==> src/hdl/assert_macros.svh <==
// Assertion macros shared by the grid cell corner point id block.
// Included by the modules that carry concurrent checks; no other dependencies.
`ifndef ASSERT_MACROS_SVH
`define ASSERT_MACROS_SVH
`ifndef SYNTH
// Consequent must hold in the same cycle as the antecedent.
`define ASSERT_SAME_CYCLE(label, clk, rst, ante, cons) \
   label: assert property (@(posedge clk) disable iff (rst) (ante) |-> (cons)) \
      else $error("gcpid assertion failed");
// Consequent must hold in the cycle after the antecedent.
`define ASSERT_NEXT_CYCLE(label, clk, rst, ante, cons) \
   label: assert property (@(posedge clk) disable iff (rst) (ante) |=> (cons)) \
      else $error("gcpid assertion failed");
`else
`define ASSERT_SAME_CYCLE(label, clk, rst, ante, cons)
`define ASSERT_NEXT_CYCLE(label, clk, rst, ante, cons)
`endif
`endif

==> src/hdl/gcpid_pkg.sv <==
// Package of the grid cell corner point id block: widths, codes, corner order
// tables and the structs passed between its modules. No dependencies.
package gcpid_pkg;

   localparam int AXIS_BITS = 16;
   localparam int REG_W     = 32;
   localparam int ID_W      = 48;
   localparam int DIM_W     = AXIS_BITS;
   localparam int PLANE_W   = 2 * AXIS_BITS;
   localparam int CELLS_W   = 3 * AXIS_BITS;
   localparam int DELTA_W   = PLANE_W + 1;
   localparam int DIV_W     = (CELLS_W > ID_W) ? CELLS_W : ID_W;
   localparam int PID_W     = (CELLS_W + 1 > ID_W) ? CELLS_W + 1 : ID_W;
   localparam int CORNER_W  = 3;
   localparam int NCORNER   = 8;
   localparam int STATUS_W  = 2;
   localparam int CSR_IDX_W = 3;
   localparam int SETTLE_W  = 2;
   localparam logic [SETTLE_W-1:0] SETTLE_CYCLES = 2'd3;

   localparam int QDEPTH = 4;
   localparam int QPTR_W = 2;
   localparam int QCNT_W = 3;

   localparam logic [STATUS_W-1:0] ST_OK       = 2'd0;
   localparam logic [STATUS_W-1:0] ST_INVALID  = 2'd1;
   localparam logic [STATUS_W-1:0] ST_OVERFLOW = 2'd2;

   localparam logic [CSR_IDX_W-1:0] REG_X_LOW  = 3'd0;
   localparam logic [CSR_IDX_W-1:0] REG_X_HIGH = 3'd1;
   localparam logic [CSR_IDX_W-1:0] REG_Y_LOW  = 3'd2;
   localparam logic [CSR_IDX_W-1:0] REG_Y_HIGH = 3'd3;
   localparam logic [CSR_IDX_W-1:0] REG_Z_LOW  = 3'd4;
   localparam logic [CSR_IDX_W-1:0] REG_Z_HIGH = 3'd5;

   // Cyclic corner order for two and three active axes.
   localparam logic [CORNER_W-1:0] CYC2 [4] = '{3'd0, 3'd1, 3'd3, 3'd2};
   localparam logic [CORNER_W-1:0] CYC3 [8] =
      '{3'd0, 3'd1, 3'd3, 3'd2, 3'd4, 3'd5, 3'd7, 3'd6};

   typedef struct packed {
      logic [STATUS_W-1:0]               err;
      logic [DIM_W-1:0]                  dim0;
      logic [DIM_W-1:0]                  cdim0;
      logic [PLANE_W-1:0]                plane;
      logic [PLANE_W-1:0]                pplane;
      logic [CELLS_W-1:0]                cells;
      logic [CORNER_W-1:0]               last_corner;
      logic [NCORNER-1:0][DELTA_W-1:0]   delta;
   } cfg_type;

   typedef struct packed {
      logic [STATUS_W-1:0] status;
      logic [CELLS_W-1:0]  base;
   } qent_type;

endpackage

==> src/hdl/gcpid_if.sv <==


interface gcpid_rsp_if;
   import gcpid_pkg::*;
   logic                valid;
   logic                ready;
   logic [ID_W-1:0]     point_index;
   logic [CORNER_W-1:0] corner;
   logic [STATUS_W-1:0] status;
   logic                last;
   modport source (output valid, output point_index, output corner, output status,
                   output last, input ready);
   modport sink (input valid, input point_index, input corner, input status,
                 input last, output ready);
endinterface


==> src/hdl/gcpid_back.sv <==
// Back end: walks the corners of the cell at the queue head and drives the
// response register, one beat per cycle while the queue is not empty and the
// sink takes each beat. Depends on gcpid_pkg, gcpid_if and assert_macros.svh.
`include "assert_macros.svh"
module gcpid_back (
   input  logic                clock,
   input  logic                reset,
   input  gcpid_pkg::cfg_type  cfg,
   input  logic                q_empty,
   input  gcpid_pkg::qent_type head,
   output logic                q_pop,
   gcpid_rsp_if.source         rsp
);
   import gcpid_pkg::*;

   logic [CORNER_W-1:0] p_ff, p_in;
   logic                rsp_valid_ff, rsp_valid_in;
   logic [ID_W-1:0]     rsp_point_ff;
   logic [CORNER_W-1:0] rsp_corner_ff;
   logic [STATUS_W-1:0] rsp_status_ff;
   logic                rsp_last_ff;

   logic                emit;
   logic                ok;
   logic                is_last;
   logic [PID_W-1:0]    pid;

   assign emit    = !q_empty && (!rsp_valid_ff || rsp.ready);
   assign ok      = head.status == ST_OK;
   // A rejected cell produces a single beat.
   assign is_last = !ok || (p_ff == cfg.last_corner);
   assign q_pop   = emit && is_last;
   assign pid     = PID_W'(head.base) + PID_W'(cfg.delta[p_ff]);

   assign p_in = emit ? (is_last ? '0 : p_ff + 1'b1) : p_ff;

   always_comb begin
      if (emit) begin
         rsp_valid_in = 1'b1;
      end else if (rsp.ready) begin
         rsp_valid_in = 1'b0;
      end else begin
         rsp_valid_in = rsp_valid_ff;
      end
   end

   always_ff @(posedge clock) begin
      if (reset) begin
         p_ff         <= '0;
         rsp_valid_ff <= 1'b0;
      end else begin
         p_ff         <= p_in;
         rsp_valid_ff <= rsp_valid_in;
      end
   end

   always_ff @(posedge clock) begin
      if (emit) begin
         rsp_point_ff  <= ok ? pid[ID_W-1:0] : '0;
         rsp_corner_ff <= ok ? p_ff : '0;
         rsp_status_ff <= head.status;
         rsp_last_ff   <= is_last;
      end
   end

   assign rsp.valid       = rsp_valid_ff;
   assign rsp.point_index = rsp_point_ff;
   assign rsp.corner      = rsp_corner_ff;
   assign rsp.status      = rsp_status_ff;
   assign rsp.last        = rsp_last_ff;

   `ASSERT_SAME_CYCLE(a_last_ok_corner, clock, reset, rsp_valid_ff && rsp_last_ff && (rsp_status_ff == ST_OK), rsp_corner_ff == cfg.last_corner)
   `ASSERT_SAME_CYCLE(a_error_single_beat, clock, reset, rsp_valid_ff && (rsp_status_ff != ST_OK), rsp_last_ff && (rsp_corner_ff == '0) && (rsp_point_ff == '0))

endmodule

==> src/flat_wrapper.sv <==
// flat-port wrapper written by rule: the top's interface ports become plain ports
module gcpid_back_flat import gcpid_pkg::*;
  (clock, reset, cfg, q_empty, head, q_pop, rsp_valid, rsp_point_index, rsp_corner, rsp_status, rsp_last, rsp_ready);
  gcpid_rsp_if rsp_i ();
  input  logic clock;
  input  logic reset;
  input  gcpid_pkg::cfg_type cfg;
  input  logic q_empty;
  input  gcpid_pkg::qent_type head;
  output logic q_pop;
  output wire logic [$bits(rsp_i.valid)-1:0] rsp_valid;
  output wire logic [$bits(rsp_i.point_index)-1:0] rsp_point_index;
  output wire logic [$bits(rsp_i.corner)-1:0] rsp_corner;
  output wire logic [$bits(rsp_i.status)-1:0] rsp_status;
  output wire logic [$bits(rsp_i.last)-1:0] rsp_last;
  input wire logic [$bits(rsp_i.ready)-1:0] rsp_ready;
  assign rsp_valid = rsp_i.valid;
  assign rsp_point_index = rsp_i.point_index;
  assign rsp_corner = rsp_i.corner;
  assign rsp_status = rsp_i.status;
  assign rsp_last = rsp_i.last;
  assign rsp_i.ready = rsp_ready;
  gcpid_back u_core (.clock(clock), .reset(reset), .cfg(cfg), .q_empty(q_empty), .head(head), .q_pop(q_pop), .rsp(rsp_i));
endmodule
==> config.mk <==
export PLATFORM = sky130hd
export DESIGN_NAME = gcpid_back_flat
export DESIGN_NICKNAME = d
export VERILOG_FILES = /design/src/hdl/gcpid_pkg.sv /design/src/hdl/gcpid_if.sv /design/src/hdl/gcpid_back.sv /design/src/flat_wrapper.sv
export VERILOG_INCLUDE_DIRS = /design/src /design/src/hdl
export SDC_FILE = /design/constraint.sdc
export NUM_CORES = 1
export LEC_CHECK = 0
export ABC_AREA = 1
export BUFFER_PORTS_ARGS = -buffer_cell sky130_fd_sc_hd__buf_2
export CORE_AREA = 2 2 205 207
export CTS_CLUSTER_DIAMETER = 200
export DETAILED_ROUTE_END_ITERATION = 10
export DIE_AREA = 0 0 207 209
export GPL_TIMING_DRIVEN = 0
export SYNTH_ARGS = -nofsm -noshare
export SYNTH_HDL_FRONTEND = slang
export SYNTH_SLANG_ARGS = --single-unit
==> constraint.sdc <==
create_clock -name clock -period 7.7 [get_ports clock]
set_clock_uncertainty 0.15 [all_clocks]
set_input_delay 1.54 -clock clock [delete_from_list [all_inputs] [get_ports clock]]
set_output_delay 1.54 -clock clock [all_outputs]
set_load 0.01 [all_outputs]
==> results.json <==
{
  "gr-total-overflow": 0,
  "dpl_cell_area_um2": 10230,
  "grt_pass1_wl_mm": 64.14,
  "path_buf_inv": 3,
  "clk_pin_slew_worst_paths_ns": 0.08,
  "dr.pass1.iters": 5,
  "rows": 75,
  "path_class": "reg2reg",
  "detail_route.wl_per_cell_um": 19.63,
  "worstPathArrival_ns": 4.54,
  "gp_congestion": 0.9400,
  "fp.coreArea_um2": 41290,
  "crit_family": "compound AO/OA/AOI/OAI gates",
  "ys_ff_latch": 58,
  "post_cts_buffers": 0,
  "nets": 2230,
  "fin_crit_ns": 4.544,
  "post_layout_nonfiller_instances": 2285,
  "grt.busiest_layer": "met2",
  "max_freq_ghz": 0.2201,
  "synth_top_area_share": 0.2129,
  "cts_resized": 0,
  "grt_pass1_vias": 10060,
  "whs_ns": 0.3686,
  "die_h_um": 209,
  "postCtsHoldBufs": 0,
  "placedCellCount": 2256,
  "yosys_warnings": 0,
  "syn_area_um2": 7616,
  "p_leak_nw": 5.308,
  "dieArea_um2": 43260,
  "grt_util_all_layers": 0.2030,
  "startpoint_type": "flop",
  "period_share": 0.5901,
  "tightest_slew_ns": 0.8870,
  "cap_viol_max_count": 0,
  "crit_chain": "buf_4, inv_2, clkbuf_1, o21ai_0, a31oi_1, ha_1, fa_1, nand3_1, nand3_1, nand3_1, nand3b_2, nand2_1, nand2_1, o21ai_0, a21oi_1",
  "clk_latency_ns": 0.38,
  "syn_inst": 1339,
  "max-vdd-ir-drop_mv": 0.08778,
  "hold_viol": 0,
  "cts_sinks": 58,
  "maxSlewViolCount": 0,
  "final_area_um2": 10590,
  "slew_headroom": 0.4087,
  "floorplan.initialDensity": 0.1845,
  "path_max_fanout": 10,
  "dr_total_vias": 10310,
  "rsz0062_at_grt": "false",
  "area_delta_synth_final_pct": 38.99,
  "vias_per_cell": 4.511,
  "syn_nets": 1841,
  "clockBufferDepth": 2,
  "use_met2": 0.3380,
  "fin_ws_ns": 3.156,
  "power_density_nw_per_um2": 149.2,
  "root_buffer": "clkbuf_16",
  "crit_path_max_incr_delay_ns": 0.75,
  "synth_area_per_cell_um2": 5.688,
  "setup_viol": 0,
  "crit_top_cell": "nand3_1",
  "end_kind": "flop",
  "crit_slowest_cell": "a31oi_1",
  "cts_buffers": 9,
  "grt_use_met3": 0.05831,
  "status": "finished clean",
  "grt_antenna_before_repair": 28,
  "drt_iter0_markers": 673,
  "grt_util_met1": 0.2634,
  "power.total_mw": 1.579,
  "synthTopCellsByArea": "edfxtp_1 21%, nor2_1 17%, nand2_1 14%",
  "worstHoldPathType": "reg2reg",
  "cts_tree": "done",
  "drive_gt1_frac": 0.2770,
  "dieWidth_um": 207,
  "drc": 0,
  "ioPinCount": 523,
  "grt_start_max_net_pins": 30,
  "synth_area_leader_cell": "edfxtp_1",
  "ant_nets": 0,
  "post_synth_num_cell_types": 35,
  "dp_hpwl_mm": 40.04,
  "place.port_buffers": 376,
  "htree_levels": 3,
  "pre_cts_ws_ns": 3.011,
  "synth-seq-area-share": 0.2234,
  "wl_mm": 44.86,
  "cp.required_ns": 7.70
}
[flip-flops by register name, indices dropped and copies added (netlist names)]
signal and flops:
u_core.rsp.last 1, u_core.rsp.valid 1, u_core.p_ff 3, u_core.rsp.corner 3, u_core.rsp.status 2, u_core.rsp.point_index 48
[synth_stat cells, drive strengths merged]
master  count
nor2      364
nand2     307
inv       167
o21ai     154
a21oi      58
edfxtp     54
nand3      43
clkbuf     38
ha         34
a31oi      33
o22ai      33
buf        17
nor3        7
nand3b      5
nand4       5
dfxtp       4
xnor2       4
o21a        3
a21o        2
and2        2
a211oi      1
fa          1
nor4        1
o21bai      1
or2         1
[placed cells by master, fill, tap and decap left out, types with 9 or more instances in the layout]
| master | n |
|---|---|
| nand2_1 | 292 |
| edfxtp_1 | 54 |
| inv_2 | 18 |
| diode_2 | 13 |
| nor2_1 | 341 |
| nor2_2 | 17 |
| a31oi_1 | 33 |
| buf_2 | 390 |
| o21ai_0 | 148 |
| ha_1 | 34 |
| a21oi_1 | 55 |
| nand2_2 | 15 |
| clkbuf_16 | 9 |
| o22ai_1 | 33 |
| nand3_1 | 39 |
| inv_1 | 149 |
| clkbuf_1 | 39 |
[report_power, final]
part,switching (mW),internal [mW]
combinational,0.497,0.252
sequential,0.00668,0.375
clock,0.157,0.291
total,0.661,0.918
[worst paths after layout]
check	start	to	slack [ns]	cells past startpoint
worst min-delay path	u_core.rsp.valid	u_core.rsp.valid	0.37	2
worst max register to register	u_core.p_ff[0]	u_core.rsp.point_index[20]	3.16	15
worst min register to register	u_core.rsp.valid	u_core.rsp.valid	0.37	2
worst max-delay path	u_core.p_ff[0]	u_core.rsp.point_index[20]	3.16	15
[cells by family (layout without fill, tap and decap cells)]
family,after synthesis,after routing,synth area share
other,0,13,0
AOI/OAI and AO/OA,285,285,0.2021
adders and majority gates,35,35,0.05849
and+or+nand+nor,735,735,0.3982
DFF,58,58,0.2234
xor gates and xnor gates,4,4,0.004599
buffers and inverters,222,616,0.1132
[layout make-up]
cell class / count / area, um2
buffer: 55 / 235.2
clock inverter: 5 / 78.83
multi-input combinational: 1059 / 5064
clock buffer: 11 / 242.7
sequential: 58 / 1702
tap: 539 / 674.4
timing repair buffer: 378 / 1929
inverter: 167 / 626.9
antenna: 13 / 32.53
fill: 4806 / 30700
[metal layers]
layer | vias up | share of wire
met4 | 20 | 0.010
met5 | - | 0.0032
met1 | 4664 | 0.45
li1 | 5128 | -
met2 | 446 | 0.45
met3 | 50 | 0.083
[metrics by stage]
| step | setup TNS (ns) | util |
|---|---|---|
| global placement | -0.4882 | 0.2464 |
| global route | 0 | 0.2557 |
| floorplan | 0 | - |
| detailed placement | 0 | 0.2478 |
| finish | 0 | 0.2564 |
| CTS | 0 | 0.2556 |
[worst reg2reg max path, delay by kind of cell (launching register included)]
kind                     cells  cell delay (ns)
AND/OR/NAND/NOR              6             0.84
adder cells (fa/ha/maj)      2             0.67
flip-flops                   1             0.32
AO/OA/AOI/OAI                4             1.39
buffers and inverters        3             0.93
(Power assumes the default switching activity.)
