[config.mk]
export PLATFORM = sky130hd
export DESIGN_NAME = gcpid_cfg_flat
export DESIGN_NICKNAME = d
export VERILOG_FILES = /design/src/hdl/gcpid_pkg.sv /design/src/hdl/gcpid_if.sv /design/src/hdl/gcpid_cfg.sv /design/src/flat_wrapper.sv
export VERILOG_INCLUDE_DIRS = /design/src /design/src/hdl
export SDC_FILE = /design/constraint.sdc
export NUM_CORES = 2
export LEC_CHECK = 0
export BUFFER_PORTS_ARGS = -buffer_cell sky130_fd_sc_hd__buf_2
export CAP_MARGIN = 40
export CELL_PAD_IN_SITES_DETAIL_PLACEMENT = 0
export CELL_PAD_IN_SITES_GLOBAL_PLACEMENT = 1
export CORE_MARGIN = 4
export CORE_UTILIZATION = 25
export DETAILED_ROUTE_END_ITERATION = 8
export GPL_TIMING_DRIVEN = 0
export PLACE_DENSITY = 0.48
export SLEW_MARGIN = 10
export SYNTH_ARGS = -nofsm -noshare
export SYNTH_HDL_FRONTEND = slang
export SYNTH_SLANG_ARGS = --single-unit
[constraint.sdc]
create_clock -name clock -period 9.54 [get_ports clock]
set_input_delay 1.908 -clock clock [delete_from_list [all_inputs] [get_ports clock]]
set_output_delay 1.908 -clock clock [all_outputs]
set_load 0.01 [all_outputs]
[src/hdl/assert_macros.svh]
// Assertion macros shared by the grid cell corner point id block.
// Included by the modules that carry concurrent checks; no other dependencies.
`ifndef ASSERT_MACROS_SVH
`define ASSERT_MACROS_SVH
`ifndef SYNTH
// Consequent must hold in the same cycle as the antecedent.
`define ASSERT_SAME_CYCLE(label, clk, rst, ante, cons) \
   label: assert property (@(posedge clk) disable iff (rst) (ante) |-> (cons)) \
      else $error("gcpid assertion failed");
// Consequent must hold in the cycle after the antecedent.
`define ASSERT_NEXT_CYCLE(label, clk, rst, ante, cons) \
   label: assert property (@(posedge clk) disable iff (rst) (ante) |=> (cons)) \
      else $error("gcpid assertion failed");
`else
`define ASSERT_SAME_CYCLE(label, clk, rst, ante, cons)
`define ASSERT_NEXT_CYCLE(label, clk, rst, ante, cons)
`endif
`endif

[src/hdl/gcpid_pkg.sv]
// Package of the grid cell corner point id block: widths, codes, corner order
// tables and the structs passed between its modules. No dependencies.
package gcpid_pkg;

   localparam int AXIS_BITS = 16;
   localparam int REG_W     = 32;
   localparam int ID_W      = 48;
   localparam int DIM_W     = AXIS_BITS;
   localparam int PLANE_W   = 2 * AXIS_BITS;
   localparam int CELLS_W   = 3 * AXIS_BITS;
   localparam int DELTA_W   = PLANE_W + 1;
   localparam int DIV_W     = (CELLS_W > ID_W) ? CELLS_W : ID_W;
   localparam int PID_W     = (CELLS_W + 1 > ID_W) ? CELLS_W + 1 : ID_W;
   localparam int CORNER_W  = 3;
   localparam int NCORNER   = 8;
   localparam int STATUS_W  = 2;
   localparam int CSR_IDX_W = 3;
   localparam int SETTLE_W  = 2;
   localparam logic [SETTLE_W-1:0] SETTLE_CYCLES = 2'd3;

   localparam int QDEPTH = 4;
   localparam int QPTR_W = 2;
   localparam int QCNT_W = 3;

   localparam logic [STATUS_W-1:0] ST_OK       = 2'd0;
   localparam logic [STATUS_W-1:0] ST_INVALID  = 2'd1;
   localparam logic [STATUS_W-1:0] ST_OVERFLOW = 2'd2;

   localparam logic [CSR_IDX_W-1:0] REG_X_LOW  = 3'd0;
   localparam logic [CSR_IDX_W-1:0] REG_X_HIGH = 3'd1;
   localparam logic [CSR_IDX_W-1:0] REG_Y_LOW  = 3'd2;
   localparam logic [CSR_IDX_W-1:0] REG_Y_HIGH = 3'd3;
   localparam logic [CSR_IDX_W-1:0] REG_Z_LOW  = 3'd4;
   localparam logic [CSR_IDX_W-1:0] REG_Z_HIGH = 3'd5;

   // Cyclic corner order for two and three active axes.
   localparam logic [CORNER_W-1:0] CYC2 [4] = '{3'd0, 3'd1, 3'd3, 3'd2};
   localparam logic [CORNER_W-1:0] CYC3 [8] =
      '{3'd0, 3'd1, 3'd3, 3'd2, 3'd4, 3'd5, 3'd7, 3'd6};

   typedef struct packed {
      logic [STATUS_W-1:0]               err;
      logic [DIM_W-1:0]                  dim0;
      logic [DIM_W-1:0]                  cdim0;
      logic [PLANE_W-1:0]                plane;
      logic [PLANE_W-1:0]                pplane;
      logic [CELLS_W-1:0]                cells;
      logic [CORNER_W-1:0]               last_corner;
      logic [NCORNER-1:0][DELTA_W-1:0]   delta;
   } cfg_type;

   typedef struct packed {
      logic [STATUS_W-1:0] status;
      logic [CELLS_W-1:0]  base;
   } qent_type;

endpackage

[src/hdl/gcpid_if.sv]


interface gcpid_csr_if;
   import gcpid_pkg::*;
   logic                 valid;
   logic                 ready;
   logic [CSR_IDX_W-1:0] index;
   logic [REG_W-1:0]     data;
   modport source (output valid, output index, output data, input ready);
   modport sink (input valid, input index, input data, output ready);
endinterface

[src/hdl/gcpid_cfg.sv]
// Extent registers and the grid geometry derived from them over three stages.
// Depends on gcpid_pkg, gcpid_if and assert_macros.svh.
`include "assert_macros.svh"
module gcpid_cfg (
   input  logic             clock,
   input  logic             reset,
   gcpid_csr_if.sink        csr,
   output gcpid_pkg::cfg_type cfg,
   output logic             hold
);
   import gcpid_pkg::*;

   localparam int WID_W = REG_W + 2;
   localparam logic [WID_W-1:0] WIDTH_LIMIT = WID_W'((64'd1 << AXIS_BITS) - 64'd1);

   logic [REG_W-1:0]    lo_ff [3];
   logic [REG_W-1:0]    hi_ff [3];
   logic [REG_W-1:0]    lo_in [3];
   logic [REG_W-1:0]    hi_in [3];
   logic [SETTLE_W-1:0] settle_ff;
   logic [SETTLE_W-1:0] settle_in;

   logic [WID_W-1:0]    wid [3];
   logic [2:0]          empty;
   logic [2:0]          wide;

   logic [STATUS_W-1:0] err_s1_ff,  err_s1_in;
   logic [DIM_W-1:0]    dim_s1_ff  [3];
   logic [DIM_W-1:0]    dim_s1_in  [3];
   logic [DIM_W-1:0]    cdim_s1_ff [3];
   logic [DIM_W-1:0]    cdim_s1_in [3];
   logic [2:0]          act_s1_ff,  act_s1_in;

   logic [STATUS_W-1:0] err_s2_ff;
   logic [2:0]          act_s2_ff;
   logic [DIM_W-1:0]    dimx_s2_ff;
   logic [DIM_W-1:0]    cdimx_s2_ff;
   logic [DIM_W-1:0]    cdimz_s2_ff;
   logic [PLANE_W-1:0]  plane_s2_ff, plane_s2_in;
   logic [PLANE_W-1:0]  pplane_s2_ff, pplane_s2_in;

   cfg_type             cfg_ff, cfg_in;
   logic [1:0]          nact;
   logic                rank_y;
   logic [1:0]          rank_z;
   logic [CORNER_W-1:0] code;
   logic                take_x, take_y, take_z;

   assign csr.ready = 1'b1;
   assign cfg       = cfg_ff;
   // Inputs wait while a write is offered and until the derived values settle.
   assign hold      = (settle_ff != '0) || csr.valid;

   always_comb begin
      lo_in = lo_ff;
      hi_in = hi_ff;
      if (csr.valid) begin
         case (csr.index)
            REG_X_LOW:  lo_in[0] = csr.data;
            REG_X_HIGH: hi_in[0] = csr.data;
            REG_Y_LOW:  lo_in[1] = csr.data;
            REG_Y_HIGH: hi_in[1] = csr.data;
            REG_Z_LOW:  lo_in[2] = csr.data;
            REG_Z_HIGH: hi_in[2] = csr.data;
            default: ;
         endcase
      end
   end

   always_comb begin
      if (csr.valid) begin
         settle_in = SETTLE_CYCLES;
      end else if (settle_ff != '0) begin
         settle_in = settle_ff - 1'b1;
      end else begin
         settle_in = settle_ff;
      end
   end

   always_ff @(posedge clock) begin
      if (reset) begin
         for (int a = 0; a < 3; a++) begin
            lo_ff[a] <= '0;
            hi_ff[a] <= '1;
         end
         settle_ff <= SETTLE_CYCLES;
      end else begin
         lo_ff     <= lo_in;
         hi_ff     <= hi_in;
         settle_ff <= settle_in;
      end
   end

   // Stage 1: point counts per axis and the extent check, x before y before z.
   always_comb begin
      err_s1_in = ST_OK;
      for (int a = 0; a < 3; a++) begin
         wid[a] = {{2{hi_ff[a][REG_W-1]}}, hi_ff[a]}
                - {{2{lo_ff[a][REG_W-1]}}, lo_ff[a]} + WID_W'(1);
         empty[a]      = $signed(hi_ff[a]) < $signed(lo_ff[a]);
         wide[a]       = wid[a] > WIDTH_LIMIT;
         dim_s1_in[a]  = wid[a][DIM_W-1:0];
         act_s1_in[a]  = dim_s1_in[a] > DIM_W'(1);
         cdim_s1_in[a] = act_s1_in[a] ? dim_s1_in[a] - DIM_W'(1) : DIM_W'(1);
      end
      for (int a = 2; a >= 0; a--) begin
         if (empty[a]) begin
            err_s1_in = ST_INVALID;
         end else if (wide[a]) begin
            err_s1_in = ST_OVERFLOW;
         end
      end
   end

   // Stage 2: cell plane and point plane sizes.
   assign plane_s2_in  = PLANE_W'(cdim_s1_ff[0]) * PLANE_W'(cdim_s1_ff[1]);
   assign pplane_s2_in = PLANE_W'(dim_s1_ff[0]) * PLANE_W'(dim_s1_ff[1]);

   // Stage 3: cell count and the point id step of every corner position.
   always_comb begin
      nact   = 2'(act_s2_ff[0]) + 2'(act_s2_ff[1]) + 2'(act_s2_ff[2]);
      rank_y = act_s2_ff[0];
      rank_z = 2'(act_s2_ff[0]) + 2'(act_s2_ff[1]);
      code   = '0;
      take_x = 1'b0;
      take_y = 1'b0;
      take_z = 1'b0;
      cfg_in.err         = err_s2_ff;
      cfg_in.dim0        = dimx_s2_ff;
      cfg_in.cdim0       = cdimx_s2_ff;
      cfg_in.plane       = plane_s2_ff;
      cfg_in.pplane      = pplane_s2_ff;
      cfg_in.cells       = CELLS_W'(plane_s2_ff) * CELLS_W'(cdimz_s2_ff);
      cfg_in.last_corner = CORNER_W'((4'd1 << nact) - 4'd1);
      for (int p = 0; p < NCORNER; p++) begin
         if (nact == 2'd2) begin
            code = CYC2[p[1:0]];
         end else if (nact == 2'd3) begin
            code = CYC3[p];
         end else begin
            code = CORNER_W'(p);
         end
         // Bit b of the code steps along the b-th active axis.
         take_x = act_s2_ff[0] && code[0];
         take_y = act_s2_ff[1] && code[rank_y];
         take_z = act_s2_ff[2] && code[rank_z];
         cfg_in.delta[p] = DELTA_W'(take_x)
                         + (take_y ? DELTA_W'(dimx_s2_ff) : '0)
                         + (take_z ? DELTA_W'(pplane_s2_ff) : '0);
      end
   end

   always_ff @(posedge clock) begin
      err_s1_ff    <= err_s1_in;
      dim_s1_ff    <= dim_s1_in;
      cdim_s1_ff   <= cdim_s1_in;
      act_s1_ff    <= act_s1_in;
      err_s2_ff    <= err_s1_ff;
      act_s2_ff    <= act_s1_ff;
      dimx_s2_ff   <= dim_s1_ff[0];
      cdimx_s2_ff  <= cdim_s1_ff[0];
      cdimz_s2_ff  <= cdim_s1_ff[2];
      plane_s2_ff  <= plane_s2_in;
      pplane_s2_ff <= pplane_s2_in;
      cfg_ff       <= cfg_in;
   end

   `ASSERT_NEXT_CYCLE(a_write_holds_input, clock, reset, csr.valid && csr.ready, hold)

endmodule

[src/flat_wrapper.sv]
// flat-port wrapper written by rule: the top's interface ports become plain ports
module gcpid_cfg_flat import gcpid_pkg::*;
  (clock, reset, cfg, hold, csr_valid, csr_index, csr_data, csr_ready);
  gcpid_csr_if csr_i ();
  input  logic clock;
  input  logic reset;
  output gcpid_pkg::cfg_type cfg;
  output logic hold;
  input wire logic [$bits(csr_i.valid)-1:0] csr_valid;
  input wire logic [$bits(csr_i.index)-1:0] csr_index;
  input wire logic [$bits(csr_i.data)-1:0] csr_data;
  output wire logic [$bits(csr_i.ready)-1:0] csr_ready;
  assign csr_i.valid = csr_valid;
  assign csr_i.index = csr_index;
  assign csr_i.data = csr_data;
  assign csr_ready = csr_i.ready;
  gcpid_cfg u_core (.clock(clock), .reset(reset), .csr(csr_i), .cfg(cfg), .hold(hold));
endmodule
==> impl_summary.md <==
Status
The run finished with clean final reports.

Yosys
The count of yosys warnings during synthesis is 0. The gate count of the mapped netlist is 7652. Of the synthesized area, sequential elements account for 23.1%. In this run, synthesis inferred 0 flip-flops with an integrated enable. The share of Yosys cell area claimed by the top area cell type is 24.5%. The largest total area in the synthesized netlist belongs to sky130_fd_sc_hd__fa_1. The most used flip-flop cell after synthesis is sky130_fd_sc_hd__dfxtp_1. The proportion of register bits with asynchronous set or reset after synthesis is 0%.

The flip-flop and latch count after synthesis is roughly 780. The summed instance area of the synthesized netlist is 0.0671 mm^2. After synthesis, the cell types taking the most area are sky130_fd_sc_hd__fa_1 (25%), sky130_fd_sc_hd__dfxtp_1 (23%), sky130_fd_sc_hd__ha_1 (9.9%). The synthesized area divided by synthesized cell count is 8.76 um^2.

The number of unique standard cell types used by synthesis is 102.

Critical path
The slowest stage of the critical path belongs to the cell sky130_fd_sc_hd__dfxtp_1. The worst endpoint data arrival time is 9670 ps. The worst setup path is captured at a flip-flop. For the worst setup path, the data required time is 10240 ps.

STA classifies the critical path startpoint as a flip-flop. Along the worst path, the maximum fanout reaches 10. The critical path is of the flip-flop to flip-flop type. The delay of the slowest critical-path stage is 690 ps. In this design, the critical path's most frequently occurring cell is sky130_fd_sc_hd__fa_1.

Final layout
The layout overhead on the synthesized area is 15.9%. The final core area utilization is 29.2%. Cells with a size suffix above 1 make up under 10% of the layout. Leaving out filler cells and counting taps, the final layout contains 11876. The final layout contains between 9000 and 10000 nets. The library cell used most frequently in the layout, excluding fill and tap cells, is sky130_fd_sc_hd__nand2_1.

The top cell types in the final layout, fill and taps aside, are sky130_fd_sc_hd__nand2_1 (1190), sky130_fd_sc_hd__inv_1 (1178), sky130_fd_sc_hd__fa_1 (822). The storage element area is 0.0155 mm^2. The filler cells instantiated in the layout total 28685. The area occupied by multi-input gates is between 0.04 and 0.05 mm^2.

Floorplan
The horizontal extent of the die is 526 um. The die is 526 um tall. The number of placement rows is 189. The starting density of the core is 25.2%. The core region is 0.266 mm^2. The die covers 0.277 mm^2.

roughly 450 I/O pins were placed.

Detailed routing
The count of nets left with antenna violations once routing finished came out at 0. Dividing the detail-routed wire length by the instance count gives 19.5 um. Summed over all layers, the routed wires come to 231000 um. The residual DRC count is 0. The first detailed-routing pass took 6 iterations. The number of vias per cell after detailed routing is roughly 4.4. Across all layers, the routed design uses 52670 vias. The detailed router finished its first iteration with around 2800 violations.

Clock tree
The clock sink count is 775. The insertion delay to the later sink of the worst-skew pair is 820 ps. The CTS buffer count is approximately 100. The number of levels the H-tree was split into is 3. The number of setup buffers added after CTS is 0.

The quantity of hold-fixing buffers added after cts is 0. Once the clock tree was built, the resizer swapped 0 gates to a different size. After clock tree synthesis, the clock-pin slew on the worst setup and hold paths is 60 ps. TritonCTS built the clock tree.

The CTS root buffer is sky130_fd_sc_hd__clkbuf_16. No sink is reached through more buffers than the 4 on the longest clock path.

GRT
Global routing consumed, over all layers together, 16.6% of the routing resources. The first-pass GRT wire length is 353000 um. The remaining global-route overflow is 0. The number of global-route vias before repair came to around 55000. The pin count of the biggest net entering global routing is 15.

The initial antenna violation count is 27.

Timing
Static timing analysis puts the maximum clock frequency at 111 MHz. Setup repair after global routing left no endpoint under its margin. Subtracting the final worst setup slack from the clock period gives approximately 9000 ps. The final count of hold timing violations came to 0. The ratio of final minimum period to clock period is 94.1%. The hold slack is 316 ps. The slew at the pin closest to its max-slew limit is 943 ps. The number of endpoints failing setup at the final stage is 0. The max-slew violation count was 0. The sum of negative setup slack is 0 ps. In this run the tightest slew margin relative to its limit is 37.1%. For the final database, setup skew stands at 50.9 ps.

Place
The port buffer count is around 420. After detailed placement, the design holds a cell count of 11677. Routability-driven placement finished with a final weighted congestion of 0.854. The HPWL after detailed placement is 192000 um.

Min path
The class of the tightest hold or removal check is flip-flop to flip-flop.

Job
The max-capacitance violation count is 0.
==> path summary, 6_finish.rpt <==
path                                             start                endpoint  slack (ps)  cells after the start
worst min-delay path             u_core.cdim_s1_ff[15]  u_core.cdimz_s2_ff[15]         320                      0
worst min register to register   u_core.cdim_s1_ff[15]  u_core.cdimz_s2_ff[15]         320                      0
worst max-delay path            u_core.plane_s2_ff[10]         u_core.cfg[314]         570                     25
worst max register to register  u_core.plane_s2_ff[10]         u_core.cfg[314]         570                     25
==> flip-flops by register name, indices dropped and copies added (netlist names), 3 cells and up <==
signal,flops
u_core.cfg,379
u_core.hi_ff,96
u_core.lo_ff,96
u_core.cdim_s1_ff,48
u_core.dim_s1_ff,32
u_core.plane_s2_ff,32
u_core.pplane_s2_ff,32
u_core.cdimx_s2_ff,16
u_core.cdimz_s2_ff,16
u_core.dimx_s2_ff,16
u_core.act_s1_ff,3
u_core.act_s2_ff,3
==> layout make-up <==
| cell class | count | share of cell area, % |
|---|---|---|
| antenna | 16 | 0.0515 |
| sequential | 775 | 20.0 |
| multi-input combinational | 5417 | 59.1 |
| timing repair buffer | 460 | 3.27 |
| clock inverter | 64 | 1.06 |
| clock buffer | 118 | 3.45 |
| buffer | 314 | 1.73 |
| inverter | 1179 | 5.69 |
| tap | 3533 | 5.69 |
==> logic make-up after synthesis <==
group / Yosys count / share of synthesized area [%]
compound gates: 937 / 9.09
xor+xnor: 374 / 4.90
fa+ha+maj: 1352 / 34.4
buf+inv: 1493 / 8.59
flops: 775 / 23.1
mux: 17 / 0.261
other cells: 2 / 0.0112
simple gates: 2702 / 19.6
==> cell usage after synthesis (all sizes together) (97+ instances only) <==
cell and number:
nor2 317, xnor2 253, fa 822, inv 1179, ha 530, o21ai 163
a21oi 317, nand2 1190, nand3 113, and2 552, dfxtp 775, xor2 121
clkbuf 267, nor3 97
==> worst max-delay path: cells and delay by family (launching register included) <==
family          cells  cell delay (ps)
simple gates        3              340
buf+inv             2              660
compound gates     12             3550
xor+xnor            1              140
flops               1              690
fa+ha+maj           7             3500
==> metrics by stage <==
step | setup WS (ps) | cell area [um^2]
2_1_floorplan | 2310 | 67200
3_3_place_gp | -819 | 73700
3_5_place_dp | 114 | 74200
4_1_cts | 85.8 | 77700
5_1_grt | 18.5 | 77700
6_report | 565 | 77700
==> routing by layer <==
layer	GRT usage, %	up-vias	part of all wire, %
li1	-	25364	-
met1	23.2	26061	48
met2	26.7	1013	45
met3	3.34	220	5.7
met4	3.13	12	1.8
met5	0	-	0.035
Power is left out: the tool's default activity adds up to more than one toggle a clock period on the data nets, which glitch-free logic cannot reach.
