`src/hdl/assert_macros.svh`:
```
// Assertion macros shared by the grid cell corner point id block.
// Included by the modules that carry concurrent checks; no other dependencies.
`ifndef ASSERT_MACROS_SVH
`define ASSERT_MACROS_SVH
`ifndef SYNTH
// Consequent must hold in the same cycle as the antecedent.
`define ASSERT_SAME_CYCLE(label, clk, rst, ante, cons) \
   label: assert property (@(posedge clk) disable iff (rst) (ante) |-> (cons)) \
      else $error("gcpid assertion failed");
// Consequent must hold in the cycle after the antecedent.
`define ASSERT_NEXT_CYCLE(label, clk, rst, ante, cons) \
   label: assert property (@(posedge clk) disable iff (rst) (ante) |=> (cons)) \
      else $error("gcpid assertion failed");
`else
`define ASSERT_SAME_CYCLE(label, clk, rst, ante, cons)
`define ASSERT_NEXT_CYCLE(label, clk, rst, ante, cons)
`endif
`endif

```
`src/hdl/gcpid_pkg.sv`:
```
// Package of the grid cell corner point id block: widths, codes, corner order
// tables and the structs passed between its modules. No dependencies.
package gcpid_pkg;

   localparam int AXIS_BITS = 16;
   localparam int REG_W     = 32;
   localparam int ID_W      = 48;
   localparam int DIM_W     = AXIS_BITS;
   localparam int PLANE_W   = 2 * AXIS_BITS;
   localparam int CELLS_W   = 3 * AXIS_BITS;
   localparam int DELTA_W   = PLANE_W + 1;
   localparam int DIV_W     = (CELLS_W > ID_W) ? CELLS_W : ID_W;
   localparam int PID_W     = (CELLS_W + 1 > ID_W) ? CELLS_W + 1 : ID_W;
   localparam int CORNER_W  = 3;
   localparam int NCORNER   = 8;
   localparam int STATUS_W  = 2;
   localparam int CSR_IDX_W = 3;
   localparam int SETTLE_W  = 2;
   localparam logic [SETTLE_W-1:0] SETTLE_CYCLES = 2'd3;

   localparam int QDEPTH = 4;
   localparam int QPTR_W = 2;
   localparam int QCNT_W = 3;

   localparam logic [STATUS_W-1:0] ST_OK       = 2'd0;
   localparam logic [STATUS_W-1:0] ST_INVALID  = 2'd1;
   localparam logic [STATUS_W-1:0] ST_OVERFLOW = 2'd2;

   localparam logic [CSR_IDX_W-1:0] REG_X_LOW  = 3'd0;
   localparam logic [CSR_IDX_W-1:0] REG_X_HIGH = 3'd1;
   localparam logic [CSR_IDX_W-1:0] REG_Y_LOW  = 3'd2;
   localparam logic [CSR_IDX_W-1:0] REG_Y_HIGH = 3'd3;
   localparam logic [CSR_IDX_W-1:0] REG_Z_LOW  = 3'd4;
   localparam logic [CSR_IDX_W-1:0] REG_Z_HIGH = 3'd5;

   // Cyclic corner order for two and three active axes.
   localparam logic [CORNER_W-1:0] CYC2 [4] = '{3'd0, 3'd1, 3'd3, 3'd2};
   localparam logic [CORNER_W-1:0] CYC3 [8] =
      '{3'd0, 3'd1, 3'd3, 3'd2, 3'd4, 3'd5, 3'd7, 3'd6};

   typedef struct packed {
      logic [STATUS_W-1:0]               err;
      logic [DIM_W-1:0]                  dim0;
      logic [DIM_W-1:0]                  cdim0;
      logic [PLANE_W-1:0]                plane;
      logic [PLANE_W-1:0]                pplane;
      logic [CELLS_W-1:0]                cells;
      logic [CORNER_W-1:0]               last_corner;
      logic [NCORNER-1:0][DELTA_W-1:0]   delta;
   } cfg_type;

   typedef struct packed {
      logic [STATUS_W-1:0] status;
      logic [CELLS_W-1:0]  base;
   } qent_type;

endpackage

```
`src/hdl/gcpid_queue.sv`:
```
// Short queue between the divider front end and the corner emitter.
// Depends on gcpid_pkg and assert_macros.svh.
`include "assert_macros.svh"
module gcpid_queue (
   input  logic                clock,
   input  logic                reset,
   input  logic                push,
   input  gcpid_pkg::qent_type wdata,
   output logic                full,
   input  logic                pop,
   output logic                empty,
   output gcpid_pkg::qent_type rdata
);
   import gcpid_pkg::*;

   qent_type          ent_ff [QDEPTH];
   logic [QPTR_W-1:0] wr_ptr_ff, wr_ptr_in;
   logic [QPTR_W-1:0] rd_ptr_ff, rd_ptr_in;
   logic [QCNT_W-1:0] count_ff, count_in;

   assign full  = count_ff == QCNT_W'(QDEPTH);
   assign empty = count_ff == '0;
   assign rdata = ent_ff[rd_ptr_ff];

   assign wr_ptr_in = push ? wr_ptr_ff + 1'b1 : wr_ptr_ff;
   assign rd_ptr_in = pop ? rd_ptr_ff + 1'b1 : rd_ptr_ff;
   assign count_in  = count_ff + QCNT_W'(push) - QCNT_W'(pop);

   always_ff @(posedge clock) begin
      if (reset) begin
         wr_ptr_ff <= '0;
         rd_ptr_ff <= '0;
         count_ff  <= '0;
      end else begin
         wr_ptr_ff <= wr_ptr_in;
         rd_ptr_ff <= rd_ptr_in;
         count_ff  <= count_in;
      end
   end

   always_ff @(posedge clock) begin
      if (push) begin
         ent_ff[wr_ptr_ff] <= wdata;
      end
   end

   `ASSERT_SAME_CYCLE(a_no_push_when_full, clock, reset, push, !full)
   `ASSERT_SAME_CYCLE(a_no_pop_when_empty, clock, reset, pop, !empty)

endmodule

```
`config.mk`:
```
export PLATFORM = sky130hd
export DESIGN_NAME = gcpid_queue
export DESIGN_NICKNAME = d
export VERILOG_FILES = /design/src/hdl/gcpid_pkg.sv /design/src/hdl/gcpid_queue.sv
export VERILOG_INCLUDE_DIRS = /design/src /design/src/hdl
export SDC_FILE = /design/constraint.sdc
export NUM_CORES = 1
export LEC_CHECK = 0
export ABC_CLOCK_PERIOD_IN_PS = 6640
export BUFFER_PORTS_ARGS = -buffer_cell sky130_fd_sc_hd__buf_2
export CORE_MARGIN = 4
export CORE_UTILIZATION = 35
export CTS_BUF_LIST = sky130_fd_sc_hd__clkbuf_16
export DETAILED_ROUTE_END_ITERATION = 10
export GPL_ROUTABILITY_DRIVEN = 0
export PLACE_DENSITY = 0.56
export SETUP_SLACK_MARGIN = 0.2
export SYNTH_ARGS = -nofsm -noshare
export SYNTH_HDL_FRONTEND = slang
export SYNTH_SLANG_ARGS = --single-unit
```
`constraint.sdc`:
```
create_clock -name clock -period 6.64 [get_ports clock]
set_input_delay 1.328 -clock clock [delete_from_list [all_inputs] [get_ports clock]]
set_output_delay 1.328 -clock clock [all_outputs]
set_load 0.02 [all_outputs]
```
==> results of run 1 <==
synth_stat cells:
cell type / n
nand3b_1: 1
a21oi_1: 1
inv_1: 6
buf_2: 5
buf_1: 1
xor3_1: 1
and3_1: 1
edfxtp_1: 200
mux4_2: 50
dfxtp_1: 9
mux2i_1: 1
nor3_1: 1
ha_1: 6
fa_1: 1
nor2b_1: 2
xnor2_1: 2
buf_12: 5
buf_6: 1
a21bo_2: 1
nor2_1: 5
and2_1: 4
worst paths after layout:
| check | cells after the start | endpoint |
|---|---|---|
| max | 2 | rdata[35] |
| min | 2 | register |
| max reg2reg | 4 | ent_ff[2][32] |
| min reg2reg | 2 | register |
critical path, delay by kind of cell (launching register included):
family                 cells  cell delay (ps)
buffers and inverters      1              180
DFF                        1             1060
muxes                      1              640
registers in the layout, summed over array words and instances, names as in the netlist, named ones only:
| name | cells |
|---|---|
| rd_ptr_ff | 2 |
| ent_ff | 200 |
| wr_ptr_ff | 2 |
| count_ff | 3 |
through the flow:
stage	worst slack (ps)	std cells	hold WS, ps
3_3_place_gp	3310	682	519
3_5_place_dp	3310	682	533
4_1_cts	2780	724	544
5_1_grt	2690	724	572
2_1_floorplan	3700	304	492
6_report	2920	724	541
cell type report:
cell class / count / share of cell area
clock buffer: 23 / 0.0623
clock inverter: 19 / 0.0175
inverter: 6 / 0.00244
multi-input combinational: 77 / 0.148
sequential: 209 / 0.671
tap: 280 / 0.0380
timing repair buffer: 110 / 0.0610
layer usage:
metal / track usage / up-vias
li1: - / 1524
met1: 0.147 / 1792
met2: 0.186 / 105
met3: 0.0346 / 26
met4: 0.0322 / 2
met5: 0 / -
logic make-up after synthesis:
| family | Yosys count |
|---|---|
| adders and majority gates | 7 |
| and+or+nand+nor | 14 |
| muxes | 51 |
| DFF | 209 |
| buffers and inverters | 18 |
| xor gates and xnor gates | 3 |
| AOI/OAI and AO/OA | 2 |
report_power, final:
| part | leakage (nW) | total (mW) | switching [mW] | internal, mW |
|---|---|---|---|---|
| clock network | 0.388 | 1.22 | 0.473 | 0.744 |
| logic | 0.849 | 0.300 | 0.168 | 0.132 |
| registers | 1.91 | 1.55 | 0.0378 | 1.52 |
| total | 3.15 | 3.07 | 0.678 | 2.39 |
==> metrics.csv, run 1 <==
stage,metric,value,unit
run_status,run status,completed,
power,Power Dens Cells,333,nW/um2
clock_tree,clk slew on worst S/H paths,50,ps
synth,Synth Area in Compound Gates,0.00195,
timing,final setup violation count,0,
power,Max IR drop VDD,189,uV
min_path,worst hold start,rd_ptr_ff[0],
clock_tree,Worst-Skew Late Latency,490,ps
timing,Final Hold Fails,0,
synth,XOR/XNOR Fraction of Synth Area,0.00535,
synth,mux share of post-synthesis cell area,0.147,
critical_path,Worst path max stage delay,1060,ps
floorplan,Die Height,156,um
floorplan,DIE AREA,24500,um2
routing,Post-Route M1 WL,5670,um
global_routing,antenna violations before repair,1,
floorplan,chip width,156,um
critical_path,r2r startpoint,wr_ptr_ff[0],
routing,DRC violations left,0,
critical_path,CP Capture Type,output port,
critical_path,worst path arrival time,2390,ps
routing,final wirelength,13900,um
finish,filler instances,1929,
finish,"commonest non-fill, non-tap cells in the layout","200 x edfxtp_1, 105 x buf_2, 50 x mux4_2, 23 x clkbuf_16, 12 x inv_1",
routing,antenna-violating nets left,0,
clock_tree,H-Tree Depth,1,
clock_tree,CTS Buffer Depth,3,
clock_tree,Sink Count,209,
critical_path,critical path cell sequence,mux4_2 > buf_2,
finish,Sequential Area,6190,um2
critical_path,nature of the critical path startpoint,register,
placed_design,placed inst area,8490,um2
clock_tree,"Gates resized, CTS repair",0,
timing,final setup skew,8.58,ps
finish,fraction of layout cells with a size suffix above 1,0.448,
routing,wire per inst,19.2,um
finish,Finished Core Util,0.424,
global_routing,vias in the first global route,3832,
synth,simple-gate share of the synthesized area,0.00974,
critical_path,"reg-to-reg slack, setup",4560,ps
synth,"Cell Area, Synth",7710,um2
routing,initial DRC count,165,
floorplan,Core Area,21800,um2
synth,"flops & latches, synth",209,
synth,Ys Warns,0,
min_path,Hold Crit Class,reg -> reg,
routing,routed vias/inst,4.76,
synth,cell taking the most area after synthesis,edfxtp_1,
synth,"Seq/Total Area, Yosys",0.802,
finish,Synth-to-Final Area Change,19.7,%
placed_design,estimated wirelength of the detail-placed design,8230,um
finish,fin nets,488,
timing,final worst-path cycle share,0.560,
placed_design,IO Port Bufs,105,
synth,top post-synthesis cells by area,"edfxtp_1 78%, mux4_2 15%, dfxtp_1 2.3%, buf_12 1.3%, ha_1 0.97%",
floorplan,# IOs,106,
run,Max-cap violations,0,
power,Leak,3.15,nW
floorplan,Initial Utilization,0.354,
synth,Post-Syn Instances,304,
synth,Post-Synth Adder-Cell Area,0.0123,
timing,Max Slew Vio Count,0,
clock_tree,clock root cell,clkbuf_16,
routing,via count,3449,
finish,"commonest non-fill, non-tap cell in the layout",edfxtp_1,
synth,post-synthesis net count,365,
power,Tot Pwr,3.07,mW
timing,Max Clock Freq,269,MHz
global_routing,grt total ovfl,0,
finish,Finished Cell Area,9230,um2
timing,worst slew pin tran,1060,ps
global_routing,pin count of the biggest net entering global routing,51,
routing,met2 wire len,6920,um
routing,DR WL met3,1030,um
routing,DR top layer,met5,
clock_tree,clock buffer count from CTS,23,
clock_tree,CTS tree,yes,
critical_path,"Slowest-stage cell, CP",dfxtp_4,
synth,synth unique cells,21,
finish,# diodes,0,
critical_path,CP required,5310,ps
clock_tree,# Post-CTS Setup Buffers,0,
synth,syn avg cell area,25.4,um2
critical_path,"Max FO, Critical Path",50,
floorplan,Rows,54,
global_routing,first-pass GRT wire length,21600,um
critical_path,Setup Crit Path Kind,reg -> out,
timing,Rel. slew slack,0.292,
routing,TritonRoute pass-1 iters,4,
timing,Tmin final,3720,ps
finish,Multi-input gate area,1370,um2
global_routing,Total GRT Usage,0.113,
synth,Yosys top cell area share,0.779,
timing,RSZ-0062 raised after global routing,false,
clock_tree,# hold bufs at CTS,0,
timing,setup tns final,0,ps
synth,largest family of logic cells by synthesized area,multiplexers,
(Power assumes the default switching activity.)
==> run 2, diff against run 1 <==
Settings changed: ABC_CLOCK_PERIOD_IN_PS 6640 to 3800.
Clock period 6.64 ns to 3.8 ns, I/O delays scaled along.
==> run 2 against run 1 <==
Effect of this change:
- core utilization hardly changed
- sequential share of layout area rose by 0.055 points
- largest power group unchanged
- global-route usage increased by 0.12 points
- clock skew increased by 1.3 ps
- largest cell class unchanged
- worst hold slack got worse by 56 ps
- combinational power grew 81%
- register-to-register slack worse by 2700 ps
==> metrics.csv, run 2 (same netlist as run 1, synthesis figures left out) <==
stage,metric,value,unit,change
power,Tot Pwr,5.17,mW,was 3.07 mW
finish,"commonest non-fill, non-tap cells in the layout","200 x edfxtp_1, 105 x buf_2, 50 x mux4_2, 23 x clkbuf_16, 9 x inv_1",,"was 200 x edfxtp_1, 105 x buf_2, 50 x mux4_2, 23 x clkbuf_16, 12 x inv_1"
timing,Tmin final,3030,ps,
power,Power Dens Cells,561,nW/um2,was 333 nW/um2
critical_path,critical path cell sequence,buf_12 > mux4_2 > buf_2,,was mux4_2 > buf_2
timing,worst slew pin tran,832,ps,was 1060 ps
timing,RSZ-0062 raised after global routing,false,,unchanged
global_routing,Total GRT Usage,0.115,,was 0.113
finish,Largest Register,ent_ff,,unchanged
timing,final setup skew,9.91,ps,was 8.58 ps
critical_path,CP Capture Type,output port,,unchanged
finish,fin nets,490,,was 488
routing,DR top layer,met5,,unchanged
critical_path,WP buf/inv,2,,was 1
clock_tree,clk slew on worst S/H paths,60,ps,was 50 ps
routing,Post-Route M1 WL,5700,um,was 5670 um
run,Max-cap violations,0,,unchanged
clock_tree,Worst-Skew Late Latency,490,ps,about the same
timing,Rel. slew slack,0.446,,was 0.292
critical_path,worst path arrival time,2270,ps,was 2390 ps
placed_design,Inst Count DP,685,,was 682
finish,Top Registers,"ent_ff (200), count_ff (3)",,unchanged
timing,final worst-path cycle share,0.798,,
floorplan,Rows,54,,unchanged
power,Max IR drop VDD,363,uV,was 189 uV
timing,final setup violation count,0,,unchanged
floorplan,chip width,156,um,unchanged
critical_path,"Max FO, Critical Path",27,,was 50
timing,Max Clock Freq,330,MHz,
clock_tree,clock buffer count from CTS,22,,was 23
routing,TritonRoute pass-1 iters,4,,unchanged
min_path,Hold Crit Class,in -> reg,,was reg -> reg
finish,Synth-to-Final Area Change,19.6,%,was 19.7%
global_routing,vias in the first global route,3784,,was 3832
clock_tree,# Post-CTS Setup Buffers,0,,unchanged
power,Leak,3.12,nW,was 3.15 nW
placed_design,IO Port Bufs,105,,unchanged
global_routing,antenna violations before repair,3,,was 1
global_routing,pin count of the biggest net entering global routing,31,,was 51
critical_path,CP required,3040,ps,was 5310 ps
clock_tree,Sink Count,209,,unchanged
critical_path,Worst path max stage delay,730,ps,was 1060 ps
routing,final wirelength,13900,um,about the same
global_routing,grt total ovfl,0,,unchanged
clock_tree,clock root cell,clkbuf_16,,unchanged
routing,met2 wire len,6930,um,was 6920 um
floorplan,Die Height,156,um,unchanged
timing,setup tns final,0,ps,unchanged
timing,Max Slew Vio Count,0,,unchanged
clock_tree,CTS tree,yes,,unchanged
routing,antenna-violating nets left,0,,unchanged
finish,Finished Core Util,0.424,,about the same
critical_path,Setup Crit Path Kind,reg -> out,,unchanged
timing,Final Hold Fails,0,,unchanged
finish,fraction of layout cells with a size suffix above 1,0.443,,was 0.448
floorplan,# IOs,106,,unchanged
routing,via count,3407,,was 3449
critical_path,"Slowest-stage cell, CP",dfxtp_4,,unchanged
finish,"commonest non-fill, non-tap cell in the layout",edfxtp_1,,unchanged
finish,max reg flops,200,,unchanged
clock_tree,CTS Buffer Depth,3,,unchanged
routing,initial DRC count,164,,was 165
floorplan,DIE AREA,24500,um2,unchanged
floorplan,Initial Utilization,0.354,,unchanged
finish,Final Non-Filler Cells,722,,was 724
critical_path,family with the most delay on the worst path,flip-flops,,unchanged
run_status,run status,completed,,unchanged
routing,routed vias/inst,4.72,,was 4.76
routing,DRC violations left,0,,unchanged
finish,# diodes,0,,unchanged
clock_tree,# hold bufs at CTS,0,,unchanged
floorplan,Core Area,21800,um2,unchanged
placed_design,estimated wirelength of the detail-placed design,8540,um,was 8230 um
routing,wire per inst,19.2,um,about the same
clock_tree,H-Tree Depth,1,,unchanged
clock_tree,"Gates resized, CTS repair",0,,unchanged
routing,DR WL met3,996,um,was 1030 um
global_routing,first-pass GRT wire length,21400,um,was 21600 um
critical_path,nature of the critical path startpoint,register,,unchanged
## run 2: cell count changes in the layout (fill, tap and decap cells not counted), moves of 2 or more
cell | previous run | this run
clkinv_1 | 4 | 8
clkinv_2 | 5 | 2
buf_12 | 0 | 4
bufinv_16 | 3 | 1
inv_1 | 12 | 9
## run 2: worst reg2reg max path, cell delays in order, from the launching register on
cell     delay [ps]
dfxtp_1         400
ha_1            160
and2_2          690
buf_4           390
## run 2: final timing paths
check / from / to / slack, ps / cells past startpoint
max: register / rdata[4] / 770 / 3
min: wdata[33] / ent_ff[0][33] / 480 / 1
min reg2reg: rd_ptr_ff[1] / register / 530 / 2
max reg2reg: wr_ptr_ff[0] / ent_ff[3][24] / 1830 / 3
## run 2: per-layer routing
metal | vias up | global-route usage
met5 | - | 0
li1 | 1527 | -
met2 | 87 | 0.191
met4 | 6 | 0.0293
met3 | 24 | 0.0387
met1 | 1763 | 0.146
## run 2: area by class of cell
| cell class | count | area (um2) |
|---|---|---|
| Tap cell | 280 | 350 |
| Timing Repair Buffer | 113 | 636 |
| Sequential cell | 209 | 6190 |
| Multi-Input combinational cell | 77 | 1370 |
| Inverter | 6 | 22.5 |
| Clock inverter | 14 | 81.3 |
| Clock buffer | 23 | 576 |
| Fill cell | 1923 | 12500 |
## run 2: metrics by stage
stage               hold slack (ps)  cell area [um2]  worst slack, ps
floorplan                       492             7710             1430
global placement                517             8570             1190
detailed placement              520             8570             1170
CTS                             460             9220              636
global route                    462             9220              580
finish                          485             9220              768
## run 2: power breakdown
group / switching (mW) / total [mW] / internal (mW)
Combinational: 0.303 / 0.544 / 0.242
Clock: 0.779 / 1.93 / 1.15
Sequential: 0.0548 / 2.70 / 2.65
